## src/sv/hhpe_pkg.sv

```systemverilog
// ----------------------------------------------------------------------------
// HTTP target extractor package
// Shared types, constants and helper functions of the target extractor.
// ----------------------------------------------------------------------------
package hhpe_pkg;

  localparam int unsigned QueueDepth = 4;
  localparam int unsigned QueuePtrW  = $clog2(QueueDepth);
  localparam int unsigned QueueCntW  = $clog2(QueueDepth + 1);

  localparam int unsigned CfgAddrW = 2;
  localparam logic [CfgAddrW-1:0] CfgTunnelPort = 2'd0;
  localparam logic [CfgAddrW-1:0] CfgPlainPort  = 2'd1;

  localparam logic [15:0] TunnelPortReset = 16'd443;
  localparam logic [15:0] PlainPortReset  = 16'd80;

  localparam logic [47:0] HostTag      = 48'h0D0A_486F_7374;
  localparam logic [3:0]  ConnectLen   = 4'd7;
  localparam logic [3:0]  PortCountMax = 4'd15;

  localparam logic [7:0] ChColon = 8'h3A;
  localparam logic [7:0] ChSpace = 8'h20;
  localparam logic [7:0] ChCr    = 8'h0D;
  localparam logic [7:0] ChLf    = 8'h0A;

  localparam int unsigned TdataW = 24;
  localparam int unsigned TuserW = 6;

  typedef enum logic [1:0] {
    KindNone   = 2'd0,
    KindHttp   = 2'd1,
    KindTunnel = 2'd2
  } kind_e;

  typedef struct packed {
    logic        char_valid;
    logic        char_part;
    logic [7:0]  char_value;
    logic        done_res;
    kind_e       request_kind;
    logic        port_defaulted;
    logic [15:0] default_port_value;
  } res_t;

  typedef struct packed {
    logic two;
    res_t second;
    res_t first;
  } entry_t;

  typedef struct packed {
    logic full;
    logic empty;
  } queue_status_t;

  function automatic logic [7:0] connect_char(logic [2:0] idx);
    logic [7:0] ch;
    unique case (idx)
      3'd0: ch = 8'h43;
      3'd1: ch = 8'h4F;
      3'd2: ch = 8'h4E;
      3'd3: ch = 8'h4E;
      3'd4: ch = 8'h45;
      3'd5: ch = 8'h43;
      3'd6: ch = 8'h54;
      default: ch = 8'h00;
    endcase
    return ch;
  endfunction

endpackage

```

## src/sv/http_target_host_port_extractor_unit.sv

```systemverilog
// ----------------------------------------------------------------------------
// HTTP target extractor
// Streams the target host and port of a request and reports its kind.
// ----------------------------------------------------------------------------
// The slave stream takes one request byte per beat, with tlast on the final
// byte of a message. The master stream gives one result per beat: a host or
// port character, a message summary, or both; tlast marks the last result
// caused by one request byte, and at most two results follow from a byte.
// The configuration channel writes the two default port registers; register
// index 0 is the tunnel default and index 1 the plain default.
// The parser takes a byte in every cycle while its queue of four result
// groups has room. A result is registered in the queue and then in the
// output register; the emitter sends one result per cycle while the
// receiver is ready, a beat for each result. When the receiver stalls, the
// output register holds its beat and the queue absorbs up to four groups
// before tready falls. Reset returns the parser to the start of a message,
// empties the queue and loads the default ports with 443 and 80.
// ----------------------------------------------------------------------------
module http_target_host_port_extractor_unit (
  input  logic                          clk_i,
  input  logic                          rst_ni,
  input  logic                          cfg_valid_i,
  output logic                          cfg_ready_o,
  input  logic [hhpe_pkg::CfgAddrW-1:0] cfg_addr_i,
  input  logic [15:0]                   cfg_data_i,
  input  logic                          s_axis_tvalid,
  output logic                          s_axis_tready,
  // data_byte
  input  logic [7:0]                    s_axis_tdata,
  input  logic                          s_axis_tlast,
  output logic                          m_axis_tvalid,
  input  logic                          m_axis_tready,
  // char_value, default_port_value
  output logic [hhpe_pkg::TdataW-1:0]   m_axis_tdata,
  // char_valid, char_part, done_res, request_kind, port_defaulted
  output logic [hhpe_pkg::TuserW-1:0]   m_axis_tuser,
  output logic                          m_axis_tlast
);

  hhpe_pkg::entry_t        entry;
  hhpe_pkg::entry_t        head;
  hhpe_pkg::queue_status_t status;
  logic                    push;
  logic                    pop;
  logic                    accept;

  assign cfg_ready_o   = 1'b1;
  assign s_axis_tready = !status.full;
  assign accept        = s_axis_tvalid && s_axis_tready;

  hhpe_parser u_parser (
    .clk_i       (clk_i),
    .rst_ni      (rst_ni),
    .cfg_valid_i (cfg_valid_i),
    .cfg_addr_i  (cfg_addr_i),
    .cfg_data_i  (cfg_data_i),
    .accept_i    (accept),
    .byte_i      (s_axis_tdata),
    .eom_i       (s_axis_tlast),
    .push_o      (push),
    .entry_o     (entry)
  );

  hhpe_queue u_queue (
    .clk_i    (clk_i),
    .rst_ni   (rst_ni),
    .push_i   (push),
    .entry_i  (entry),
    .pop_i    (pop),
    .head_o   (head),
    .status_o (status)
  );

  hhpe_emitter u_emitter (
    .clk_i         (clk_i),
    .rst_ni        (rst_ni),
    .head_i        (head),
    .status_i      (status),
    .pop_o         (pop),
    .m_axis_tvalid (m_axis_tvalid),
    .m_axis_tready (m_axis_tready),
    .m_axis_tdata  (m_axis_tdata),
    .m_axis_tuser  (m_axis_tuser),
    .m_axis_tlast  (m_axis_tlast)
  );

endmodule

```

## src/sv/hhpe_parser.sv

```systemverilog
// ----------------------------------------------------------------------------
// Target extractor parser
// Classifies each request byte and forms the up to two results it causes.
// ----------------------------------------------------------------------------
module hhpe_parser (
  input  logic                          clk_i,
  input  logic                          rst_ni,
  input  logic                          cfg_valid_i,
  input  logic [hhpe_pkg::CfgAddrW-1:0] cfg_addr_i,
  input  logic [15:0]                   cfg_data_i,
  input  logic                          accept_i,
  input  logic [7:0]                    byte_i,
  input  logic                          eom_i,
  output logic                          push_o,
  output hhpe_pkg::entry_t              entry_o
);

  typedef enum logic [3:0] {
    PhPrefix = 4'd0,
    PhSearch = 4'd1,
    PhCSkip  = 4'd2,
    PhCHost  = 4'd3,
    PhCPort  = 4'd4,
    PhHSkip  = 4'd5,
    PhHHost  = 4'd6,
    PhHPort  = 4'd7
  } phase_e;

  phase_e      phase_q, phase_d;
  logic [3:0]  pos_q, pos_d;
  logic [47:0] recent_q, recent_d;
  logic [7:0]  held_byte_q, held_byte_d;
  logic        held_valid_q, held_valid_d;
  logic [3:0]  count_q, count_d;
  logic        summary_q, summary_d;
  logic [15:0] tunnel_port_q, plain_port_q;

  hhpe_pkg::res_t res [2];
  logic [1:0]     nres;

  always_comb begin
    logic  host_hit;
    logic  done;
    logic  stop;
    logic  idx;
    hhpe_pkg::kind_e kind;
    phase_d      = phase_q;
    pos_d        = pos_q;
    recent_d     = recent_q;
    held_byte_d  = held_byte_q;
    held_valid_d = held_valid_q;
    count_d      = count_q;
    summary_d    = summary_q;
    res[0]       = '0;
    res[1]       = '0;
    nres         = 2'd0;
    done         = 1'b0;
    stop         = 1'b0;
    idx          = 1'b0;
    kind         = hhpe_pkg::KindNone;
    host_hit     = (byte_i == hhpe_pkg::ChColon) && (recent_q == hhpe_pkg::HostTag);

    if (!summary_q) begin
      unique case (phase_q)
        PhPrefix: begin
          if (pos_q < hhpe_pkg::ConnectLen &&
              byte_i == hhpe_pkg::connect_char(pos_q[2:0])) begin
            pos_d = pos_q + 4'd1;
            if (pos_d == hhpe_pkg::ConnectLen) begin
              phase_d = PhCSkip;
            end
          end else begin
            phase_d = host_hit ? PhHSkip : PhSearch;
          end
          recent_d = {recent_q[39:0], byte_i};
        end
        PhSearch: begin
          if (host_hit) begin
            phase_d = PhHSkip;
          end
          recent_d = {recent_q[39:0], byte_i};
        end
        PhCSkip: begin
          phase_d = PhCHost;
        end
        PhHSkip: begin
          phase_d = PhHHost;
        end
        PhCHost: begin
          if (byte_i == hhpe_pkg::ChColon) begin
            phase_d = PhCPort;
          end else if (byte_i == hhpe_pkg::ChSpace) begin
            done = 1'b1;
          end else begin
            res[0].char_valid = 1'b1;
            res[0].char_value = byte_i;
            nres = 2'd1;
          end
        end
        PhCPort: begin
          if (byte_i == hhpe_pkg::ChSpace) begin
            done = 1'b1;
          end else begin
            res[0].char_valid = 1'b1;
            res[0].char_part  = 1'b1;
            res[0].char_value = byte_i;
            nres = 2'd1;
            if (count_d < hhpe_pkg::PortCountMax) count_d = count_d + 4'd1;
          end
        end
        PhHHost, PhHPort: begin
          if (held_valid_q) begin
            held_valid_d = 1'b0;
            if (byte_i == hhpe_pkg::ChLf) begin
              done = 1'b1;
              stop = 1'b1;
            end else begin
              res[0].char_valid = 1'b1;
              res[0].char_part  = (phase_q == PhHPort);
              res[0].char_value = held_byte_q;
              nres = 2'd1;
              if (phase_q == PhHPort && count_d < hhpe_pkg::PortCountMax) begin
                count_d = count_d + 4'd1;
              end
            end
          end
          if (!stop) begin
            if (phase_q == PhHHost && byte_i == hhpe_pkg::ChColon) begin
              phase_d = PhHPort;
            end else if (byte_i == hhpe_pkg::ChCr) begin
              held_valid_d = 1'b1;
              held_byte_d  = byte_i;
            end else begin
              idx = nres[0];
              res[idx].char_valid = 1'b1;
              res[idx].char_part  = (phase_q == PhHPort);
              res[idx].char_value = byte_i;
              nres = nres + 2'd1;
              if (phase_q == PhHPort && count_d < hhpe_pkg::PortCountMax) begin
                count_d = count_d + 4'd1;
              end
            end
          end
        end
        default: begin
          phase_d = PhSearch;
        end
      endcase

      if (eom_i && !done) begin
        if (held_valid_d) begin
          held_valid_d = 1'b0;
          idx = nres[0];
          res[idx].char_valid = 1'b1;
          res[idx].char_part  = (phase_d == PhHPort);
          res[idx].char_value = held_byte_d;
          nres = nres + 2'd1;
          if (phase_d == PhHPort && count_d < hhpe_pkg::PortCountMax) begin
            count_d = count_d + 4'd1;
          end
        end
        done = 1'b1;
      end

      if (done) begin
        if (phase_d == PhCSkip || phase_d == PhCHost || phase_d == PhCPort) begin
          kind = hhpe_pkg::KindTunnel;
        end else if (phase_d == PhHSkip || phase_d == PhHHost || phase_d == PhHPort) begin
          kind = hhpe_pkg::KindHttp;
        end
        if (nres == 2'd0) begin
          nres = 2'd1;
        end
        idx = (nres == 2'd2);
        res[idx].done_res     = 1'b1;
        res[idx].request_kind = kind;
        if (kind != hhpe_pkg::KindNone && count_d == 4'd0) begin
          res[idx].port_defaulted     = 1'b1;
          res[idx].default_port_value =
              (kind == hhpe_pkg::KindTunnel) ? tunnel_port_q : plain_port_q;
        end
        summary_d = 1'b1;
      end
    end

    if (eom_i) begin
      phase_d      = PhPrefix;
      pos_d        = 4'd0;
      recent_d     = '0;
      held_byte_d  = '0;
      held_valid_d = 1'b0;
      count_d      = 4'd0;
      summary_d    = 1'b0;
    end
  end

  assign push_o         = accept_i && (nres != 2'd0);
  assign entry_o.two    = (nres == 2'd2);
  assign entry_o.first  = res[0];
  assign entry_o.second = res[1];

  always_ff @(posedge clk_i or negedge rst_ni) begin
    if (!rst_ni) begin
      phase_q       <= PhPrefix;
      pos_q         <= 4'd0;
      recent_q      <= '0;
      held_byte_q   <= '0;
      held_valid_q  <= 1'b0;
      count_q       <= 4'd0;
      summary_q     <= 1'b0;
      tunnel_port_q <= hhpe_pkg::TunnelPortReset;
      plain_port_q  <= hhpe_pkg::PlainPortReset;
    end else begin
      if (accept_i) begin
        phase_q      <= phase_d;
        pos_q        <= pos_d;
        recent_q     <= recent_d;
        held_byte_q  <= held_byte_d;
        held_valid_q <= held_valid_d;
        count_q      <= count_d;
        summary_q    <= summary_d;
      end
      if (cfg_valid_i) begin
        if (cfg_addr_i == hhpe_pkg::CfgTunnelPort) tunnel_port_q <= cfg_data_i;
        if (cfg_addr_i == hhpe_pkg::CfgPlainPort)  plain_port_q  <= cfg_data_i;
      end
    end
  end

endmodule

```

## src/sv/hhpe_queue.sv

```systemverilog
// ----------------------------------------------------------------------------
// Target extractor result queue
// Short first-in first-out store of result groups between parser and emitter.
// ----------------------------------------------------------------------------
module hhpe_queue (
  input  logic                    clk_i,
  input  logic                    rst_ni,
  input  logic                    push_i,
  input  hhpe_pkg::entry_t        entry_i,
  input  logic                    pop_i,
  output hhpe_pkg::entry_t        head_o,
  output hhpe_pkg::queue_status_t status_o
);

  hhpe_pkg::entry_t mem_q [hhpe_pkg::QueueDepth];

  logic [hhpe_pkg::QueuePtrW-1:0] wr_ptr_q, rd_ptr_q;
  logic [hhpe_pkg::QueueCntW-1:0] count_q;
  logic                           do_push, do_pop;

  assign status_o.empty = (count_q == '0);
  assign status_o.full  = (count_q == hhpe_pkg::QueueCntW'(hhpe_pkg::QueueDepth));
  assign do_push        = push_i && !status_o.full;
  assign do_pop         = pop_i && !status_o.empty;
  assign head_o         = mem_q[rd_ptr_q];

  always_ff @(posedge clk_i) begin
    if (do_push) begin
      mem_q[wr_ptr_q] <= entry_i;
    end
  end

  always_ff @(posedge clk_i or negedge rst_ni) begin
    if (!rst_ni) begin
      wr_ptr_q <= '0;
      rd_ptr_q <= '0;
      count_q  <= '0;
    end else begin
      if (do_push) wr_ptr_q <= wr_ptr_q + hhpe_pkg::QueuePtrW'(1);
      if (do_pop)  rd_ptr_q <= rd_ptr_q + hhpe_pkg::QueuePtrW'(1);
      if (do_push && !do_pop) begin
        count_q <= count_q + hhpe_pkg::QueueCntW'(1);
      end else if (do_pop && !do_push) begin
        count_q <= count_q - hhpe_pkg::QueueCntW'(1);
      end
    end
  end

endmodule

```

## src/sv/hhpe_emitter.sv

```systemverilog
// ----------------------------------------------------------------------------
// Target extractor emitter
// Takes result groups from the queue and sends them one beat at a time.
// ----------------------------------------------------------------------------
module hhpe_emitter (
  input  logic                           clk_i,
  input  logic                           rst_ni,
  input  hhpe_pkg::entry_t               head_i,
  input  hhpe_pkg::queue_status_t        status_i,
  output logic                           pop_o,
  output logic                           m_axis_tvalid,
  input  logic                           m_axis_tready,
  output logic [hhpe_pkg::TdataW-1:0]    m_axis_tdata,
  output logic [hhpe_pkg::TuserW-1:0]    m_axis_tuser,
  output logic                           m_axis_tlast
);

  logic           valid_q;
  logic           sel_q;
  logic           last_q;
  hhpe_pkg::res_t res_q;
  logic           load;
  hhpe_pkg::res_t pick;

  assign load  = (!valid_q || m_axis_tready) && !status_i.empty;
  assign pick  = sel_q ? head_i.second : head_i.first;
  assign pop_o = load && (sel_q || !head_i.two);

  always_ff @(posedge clk_i or negedge rst_ni) begin
    if (!rst_ni) begin
      valid_q <= 1'b0;
      sel_q   <= 1'b0;
    end else begin
      if (load) begin
        valid_q <= 1'b1;
        sel_q   <= head_i.two && !sel_q;
      end else if (m_axis_tready) begin
        valid_q <= 1'b0;
      end
    end
  end

  always_ff @(posedge clk_i) begin
    if (load) begin
      res_q  <= pick;
      last_q <= sel_q || !head_i.two;
    end
  end

  assign m_axis_tvalid = valid_q;
  assign m_axis_tdata  = {res_q.default_port_value, res_q.char_value};
  assign m_axis_tuser  = {res_q.port_defaulted, res_q.request_kind, res_q.done_res,
                          res_q.char_part, res_q.char_valid};
  assign m_axis_tlast  = last_q;

endmodule

```

## config.mk

```make
export PLATFORM = sky130hd
export DESIGN_NAME = http_target_host_port_extractor_unit
export DESIGN_NICKNAME = d
export VERILOG_FILES = /design/src/sv/hhpe_pkg.sv /design/src/sv/http_target_host_port_extractor_unit.sv /design/src/sv/hhpe_parser.sv /design/src/sv/hhpe_queue.sv /design/src/sv/hhpe_emitter.sv
export SDC_FILE = /design/constraint.sdc
export NUM_CORES = 1
export LEC_CHECK = 0
export ABC_AREA = 1
export BUFFER_PORTS_ARGS = -buffer_cell sky130_fd_sc_hd__buf_4
export CAP_MARGIN = 20
export CORE_UTILIZATION = 55
export CTS_CLUSTER_SIZE = 20
export DETAILED_ROUTE_END_ITERATION = 10
export GPL_ROUTABILITY_DRIVEN = 0
export HOLD_SLACK_MARGIN = 0.1
export PLACE_DENSITY = 0.75
export SLEW_MARGIN = 20
export SYNTH_ARGS = -nofsm -noshare
export SYNTH_HDL_FRONTEND = slang
export SYNTH_SLANG_ARGS = --single-unit
export TNS_END_PERCENT = 30
```

## constraint.sdc

```tcl
create_clock -name clk_i -period 4.8 [get_ports clk_i]
set_clock_uncertainty 0.15 [all_clocks]
set_input_delay 1.2 -clock clk_i [delete_from_list [all_inputs] [get_ports clk_i]]
set_output_delay 1.2 -clock clk_i [all_outputs]
set_load 0.01 [all_outputs]
```

# After elaboration in Yosys (flattened, before gate mapping)
# Memory sizes are Yosys's and may differ from the RTL's.
# Cells that the tools add are included.
word_totals:
  output_inout_bits: 34
  ramBits: 244
  mem_count: 1
  ff_bits: 142
  input_bits: 32
mem_list:
  columns: ["name", "words", "width", "rd", "rd_clocked_by_memory_dff", "wr", "line", "text"]
  rows:
  - ["u_queue.mem_q", 4, 61, 1, 0, 1, "hhpe_queue.sv:15", "hhpe_pkg::entry_t mem_q [hhpe_pkg::QueueDepth];"]
op_classes:
  add_sub_neg: 10
  mux: 155
  bitwise_logic: 3
  n_lt_le_gt_ge: 10
  eq_ne: 32
  n_reduce_logical: 56
ops:
  columns: ["op", "n"]
  rows:
  - ["60-bit bitwise mux", 10]
  - ["60-bit two-way mux", 9]
  - ["30-bit demux with 1-bit select", 10]
  - ["48-bit two-way mux", 3]
  - ["4-bit two-way mux", 31]
  - ["50-bit two-way mux", 2]
  - ["8-bit two-way mux", 12]
  - ["30-bit two-way mux", 3]
  - ["29-bit two-way mux", 2]
  - ["28-bit two-way mux", 2]
  - ["10-bit two-way mux", 5]
  - ["48-bit by 44-bit == test with 1-bit output (second input constant)", 1]
  - ["2-bit two-way mux", 19]
  - ["4-bit by 3-bit == test with 1-bit output (second input constant)", 9]
  - ["7-bit case mux with 5 select lines", 1]
  - ["16-bit two-way mux", 2]
  - ["1-bit two-way mux", 31]
  - ["4-bit case mux with 7 select lines", 1]
  - ["8-bit case mux with 3 select lines", 1]
  - ["1-bit logical AND", 20]
  - ["20-bit two-way mux", 1]
  - ["19-bit two-way mux", 1]
  - ["17-bit two-way mux", 1]
  - ["4-bit by 1-bit adder with 4-bit output (second input constant)", 4]
  - ["34 further kinds", 85]

# Depth between registers and ports, before layout
depth:
  word_depth: 32
  mapped_depth: 24
  depth_no_buf: 24

# Hierarchy
# A second synthesis with hierarchy kept.
hier_totals:
  cells_unflattened: 1795
  area_unflattened_um2: 18459.0
modules_own_cells:
  columns: ["mod", "area_per_inst_um2", "n_inst", "seq_area_each_um2", "cells_per_inst"]
  rows:
  - ["hhpe_queue", 10451.3, 1, 7502.2, 773]
  - ["hhpe_parser", 6490.0, 1, 2563.7, 873]
  - ["hhpe_emitter", 1492.7, 1, 980.9, 144]
  - ["http_target_host_port_extractor_unit", 25.0, 1, 0.0, 5]

# Worst setup path before layout
# Ideal clock, no wire load.
synth_path:
  path_type: "input to register"
  from: "in s_axis_tdata[2]"
  to: "mem u_queue.mem_q[0][0] (netlist name) (enable)"
  path_slack_ns: -1.420
  path_stages: 14
  setup_time_ns: 0.480
  n_path_buf: 1
  t_arrival_ns: 5.589
  required_ns: 4.170
  cell_sequence: "buf_4 nand4_1 nor2_2 inv_2 ha_1 o22ai_1 nand2_1 nand2_2 nand2_2 o21ai_4 nand2_4 o311ai_1 nand2_2 nor2_1"
synth_via:
  elab_chain_len: 26
synth_rtl:
  columns: ["element", "line", "text"]
  rows:
  - ["start, declared", "http_target_host_port_extractor_unit.sv:29", "input logic [7:0] s_axis_tdata,"]
  - ["8-bit by 4-bit == test with 1-bit output", "hhpe_parser.sv:114", "if (byte_i == hhpe_pkg::ChLf) begin"]
  - ["1-bit two-way mux", "hhpe_parser.sv:114", null]
  - ["2-bit two-way mux", "hhpe_parser.sv:112", "if (held_valid_q) begin"]
  - ["2-bit two-way mux", "hhpe_parser.sv:64", "unique case (phase_q)"]
  - ["2-bit two-way mux", "hhpe_parser.sv:63", "if (!summary_q) begin"]
  - ["2-bit by 1-bit adder with 2-bit output", "hhpe_parser.sv:138", "nres = nres + 2'd1;"]
  - ["2-bit two-way mux", "hhpe_parser.sv:130", "end else if (byte_i == hhpe_pkg::ChCr) begin"]
  - ["2-bit two-way mux", "hhpe_parser.sv:128", "if (phase_q == PhHHost && byte_i == hhpe_pkg::ChColon) begin"]
  - ["[10 not listed]", null, null]
  - ["2-bit two-way mux", "hhpe_parser.sv:63", null]
  - ["2-bit two-way mux (*)", "hhpe_parser.sv:165", "if (done) begin"]
  - ["2-bit two-way mux (*)", "hhpe_parser.sv:63", null]
  - ["2-bit nonzero test (*)", "hhpe_parser.sv:197", "assign push_o = accept_i && (nres != 2'd0);"]
  - ["1-bit logical AND (*)", "hhpe_parser.sv:197", null]
  - ["1-bit logical AND (*)", "hhpe_queue.sv:23", "assign do_push = push_i && !status_o.full;"]
  - ["1-bit two-way mux (*)", "hhpe_queue.sv:28", "if (do_push) begin"]
  - ["1-bit two-way mux (not written as such) (*)", "hhpe_queue.sv:29", "mem_q[wr_ptr_q] <= entry_i;"]
  - ["end, declared", "hhpe_queue.sv:15", null]
# Mark *: on every way between the ends. The rest lies on a longest branch, timed or not. The select of a mux whose other input is x is not followed.

# Worst setup path after layout
layout_path:
  from: "in s_axis_tdata[0]"
  to: "reg u_queue.count_q[2] (netlist name)"
layout_via:
  elab_chain_len: 27
layout_rtl:
  columns: ["element", "line", "text"]
  rows:
  - ["8-bit by 4-bit == test with 1-bit output", "hhpe_parser.sv:114", null]
  - ["1-bit two-way mux", "hhpe_parser.sv:114", null]
  - ["2-bit two-way mux", "hhpe_parser.sv:112", null]
  - ["2-bit two-way mux", "hhpe_parser.sv:64", null]
  - ["2-bit two-way mux", "hhpe_parser.sv:63", null]
  - ["2-bit by 1-bit adder with 2-bit output", "hhpe_parser.sv:138", null]
  - ["2-bit two-way mux", "hhpe_parser.sv:130", null]
  - ["2-bit two-way mux", "hhpe_parser.sv:128", null]
  - ["[12 not listed]", null, null]
  - ["2-bit two-way mux (*)", "hhpe_parser.sv:63", null]
  - ["2-bit nonzero test (*)", "hhpe_parser.sv:197", null]
  - ["1-bit logical AND (*)", "hhpe_parser.sv:197", null]
  - ["1-bit logical AND (*)", "hhpe_queue.sv:23", null]
  - ["named net u_queue.do_push", "hhpe_queue.sv:19", "logic do_push, do_pop;"]
  - ["1-bit zero test", "hhpe_queue.sv:43", "end else if (do_pop && !do_push) begin"]
  - ["1-bit logical AND", "hhpe_queue.sv:43", null]
  - ["2-bit nonzero test (no source line)", null, null]
  - ["end signal, assigned", "hhpe_queue.sv:42", "count_q <= count_q + hhpe_pkg::QueueCntW'(1);"]
  - ["end signal, assigned", "hhpe_queue.sv:44", "count_q <= count_q - hhpe_pkg::QueueCntW'(1);"]
  - ["end, declared", "hhpe_queue.sv:18", "logic [hhpe_pkg::QueueCntW-1:0] count_q;"]
# Mark *: on every way through the listed nets, which the timed path passes. The rest lies on a longest branch. The select of a mux whose other input is x is not followed.
# A chain may end at the register's enable or synchronous reset.

==> flow_summary.json <==
{
  "grt_remaining_overflow": 0,
  "p_comb_share_pct": 28.1,
  "fp.dieW_microns": 178.2,
  "cap_viol_max_count": 0,
  "power.density_nw_per_um2": 537.0,
  "fmax_ghz": 0.2469,
  "synth_cell_types": 55,
  "synth_commonest_cells": "nor2_1 (316), edfxtp_1 (275), o21ai_0 (233)",
  "track_usage_pct": 24.41,
  "fp.dieH_microns": 178.2,
  "htreeDepth": 2,
  "finalSetupViolations": 0,
  "synth_area_leader_cell": "edfxtp_1",
  "r2r-start": "u_parser.pos_q[1]",
  "power.leakage_nw": 7.526,
  "layout.nets": 1717,
  "via_per_inst": 5.728,
  "synth-seq-cells": 386,
  "synthAdderAreaFrac_pct": 1.144,
  "hold_buffers": 0,
  "crit_path_start_kind": "input port",
  "drive_gt1_share_pct": 13.17,
  "vias": 12010,
  "crit_type": "in -> reg",
  "drt-initial-drc-count": 1046,
  "yosys.area_share.simple_pct": 15.25,
  "yosys_most_used_dff": "edfxtp_1",
  "grt_setup_unrepaired": "false",
  "finalPower_mw": 10.40,
  "fillers": 2324,
  "clockRootBuffer": "clkbuf_16",
  "finalMaxSlewViolations": 0,
  "period_share_pct": 84.37,
  "pwr-share-clk_pct": 28.4,
  "worstSkewPairLatency_ns": 0.53,
  "clk_pin_slew_worst_paths_ns": 0.06,
  "avgRoutedWirePerCell_microns": 17.82,
  "num_rows": 64,
  "post-cts-setup-buffer-count": 0,
  "yosysWarnings": 0,
  "dp_hpwl_microns": 23330,
  "hold_viol_final": 0,
  "core_area_sq_um": 30590,
  "avgSynthCellArea_sq_um": 10.57,
  "io-pin-count": 66,
  "required_ns": 5.06,
  "syn_nets": 1662,
  "endpoint_kind": "register",
  "cts_buffer_depth": 3,
  "grt_pass1_vias": 11560,
  "drc": 0,
  "antenna_found_initial": 0,
  "switchingPower_mw": 3.423,
  "slew_headroom_pct": 38.23,
  "hold_start": "u_parser.plain_port_q[5]",
  "outcome": "finished, final reports clean",
  "wirelength_microns": 37360,
  "setup_ws_ns": 0.7502,
  "min_path_type": "reg -> reg",
  "dp_worst_setup_slack_ns": 0.2351,
  "synth_top_area_share_pct": 48.39,
  "ir_drop_v": 0.0002977,
  "cts.repair.resized": 0,
  "synth_edf_count": 275,
  "clkSinkCount": 386,
  "cts_made_buffers": 40,
  "path_max_fanout": 7,
  "seq_area_frac_synth_pct": 64.73,
  "dr.pass1.iters": 5,
  "synth.most_common_cell": "nor2_1",
  "grt_start_max_net_pins": 112,
  "grt_pass1_wl_microns": 60420,
  "ant_nets": 0,
  "synth-compound-area-share_pct": 11.73,
  "final.min_clock_period_ns": 4.050,
  "startpoint": "s_axis_tdata[0]",
  "p_sw_share_pct": 32.93,
  "initial_core_util_pct": 55.79,
  "internal_power_mw": 6.972,
  "postSynth.asyncResetShare_pct": 28.76,
  "worst_pin_slew_ns": 0.9242,
  "synthCells": 1615,
  "syn_to_final_growth_pct": 13.42,
  "seqPwrFrac_pct": 43.5,
  "synthXorXnorAreaFrac_pct": 0.7185,
  "synth_top_family_by_area": "simple AND/OR/NAND/NOR gates",
  "ys_top_cells_by_area": "edfxtp_1 (48%), dfrtp_1 (15%), nor2_1 (7.0%)",
  "portBuffers": 64,
  "cts_tree": "done",
  "netlist_area_sq_um": 17070,
  "muxShareOfSynthArea_pct": 0.9384,
  "dieArea_sq_um": 31740,
  "num_antenna_cells": 0,
  "critPathArrivalTime_ns": 4.31
}
-- worst max-delay path, cell delays in order --
cell and delay (ns):
buf_4 0.14, inv_2 0.09, nand2_1 0.07, nor2_2 0.14, nand4_2 0.21, nand2_1 0.13
nand2_2 0.08, a22oi_2 0.17, nand2_1 0.15, nor2_4 0.19, nor2_1 0.09, o21ai_4 0.19
nand2_4 0.09, o311ai_1 0.11, nand2_2 0.08, inv_1 0.11, ha_1 0.15, inv_1 0.07
fa_1 0.44, a21oi_1 0.15, o21ai_0 0.11, xor2_1 0.15
-- kinds of logic after synthesis --
logic type,Yosys count
compound gates,363
xor+xnor,14
mux,16
flops,386
simple gates,580
buf+inv,240
fa+ha+maj,15
other cells,1
-- power by group through the flow --
stage / Combinational (mW) / Sequential (mW) / Clock [mW]
detailed placement: 2.90 / 4.58 / 0
finish: 2.92 / 4.52 / 2.96
CTS: 2.91 / 4.52 / 3.00
global placement: 2.83 / 4.56 / 0
floorplan: 1.85 / 4.58 / 0
global route: 3.29 / 4.58 / 3.13
-- final cells by class --
class	count	area, sq um	share of cell area, %
sequential	386	11050	57.09
multi-input combinational	989	5146	26.59
tap	396	495.5	2.560
clock inverter	14	135.1	0.6981
inverter	165	620.6	3.206
clock buffer	59	1132	5.850
timing repair buffer	88	775.7	4.008
-- flip-flops by register name (all words and copies together) (netlist names) --
register / flops
u_parser.summary_q: 1
u_parser.count_q: 4
u_parser.held_valid_q: 1
u_queue.count_q: 3
u_emitter.m_axis_tuser: 6
u_parser.held_byte_q: 8
u_emitter.m_axis_tvalid: 1
u_emitter.m_axis_tlast: 1
u_parser.plain_port_q: 16
u_parser.phase_q: 4
u_parser.tunnel_port_q: 16
u_queue.rd_ptr_q: 2
u_queue.wr_ptr_q: 2
u_emitter.sel_q: 1
u_emitter.m_axis_tdata: 24
u_parser.recent_q: 48
u_parser.pos_q: 4
u_queue.mem_q: 244
-- layer usage --
metal | vias to the layer above | track usage (%) | wire, microns
met3 | 64 | 3.794 | 2439
li1 | 5688 | - | -
met4 | 0 | 6.802 | 723
met5 | - | 0 | 0
met2 | 413 | 40.55 | 18480
met1 | 5847 | 33.43 | 15710
-- through the flow --
step                      hold slack (ns)  util [%]  std cells  instance area (sq um)  TNS [ns]
after floorplan                    0.3023         -       1615                  17080   -103.42
after global placement             0.3155     59.00       2022                  18050         0
after detailed placement           0.3225     59.00       2022                  18050         0
after CTS                          0.3373     63.14       2095                  19310         0
after global routing               0.3558     63.28       2097                  19360         0
final                              0.3346     63.28       2097                  19360         0
-- cells in the final DEF (no fill, tap or decap), types with 3 or more instances in the layout --
master and n:
nor2_2 8, nand3_1 73, inv_2 9, a31oi_1 33
nand3_2 3, nand2_1 113, mux2i_1 16, clkbuf_16 40
nor2_1 312, clkinv_2 5, nand4_1 10, o22ai_1 39
o21ai_0 233, buf_12 7, xor2_1 13, nand2_4 3
clkbuf_8 6, dfstp_2 9, nor3_1 7, dfrtp_1 100
o211ai_1 3, a21oi_1 30, nor4_1 12, nand2_2 18
nor2_4 11, o21ai_1 3, inv_1 150, buf_4 79
ha_1 14, clkinv_1 9, edfxtp_1 275, clkbuf_1 13
a211oi_1 4
-- worst paths after layout --
kind	cells past startpoint	slack [ns]	to
worst min register to register	2	0.33	u_parser.plain_port_q[5]
worst min-delay path	2	0.33	u_parser.plain_port_q[5]
worst max-delay path	22	0.75	u_queue.count_q[2]
max in group asynchronous	2	3.16	u_parser.recent_q[0]
min in group asynchronous	1	0.57	u_parser.plain_port_q[11]
worst max register to register	17	0.96	u_queue.mem_q[2][45]
Power figures use the tool's default switching activity.
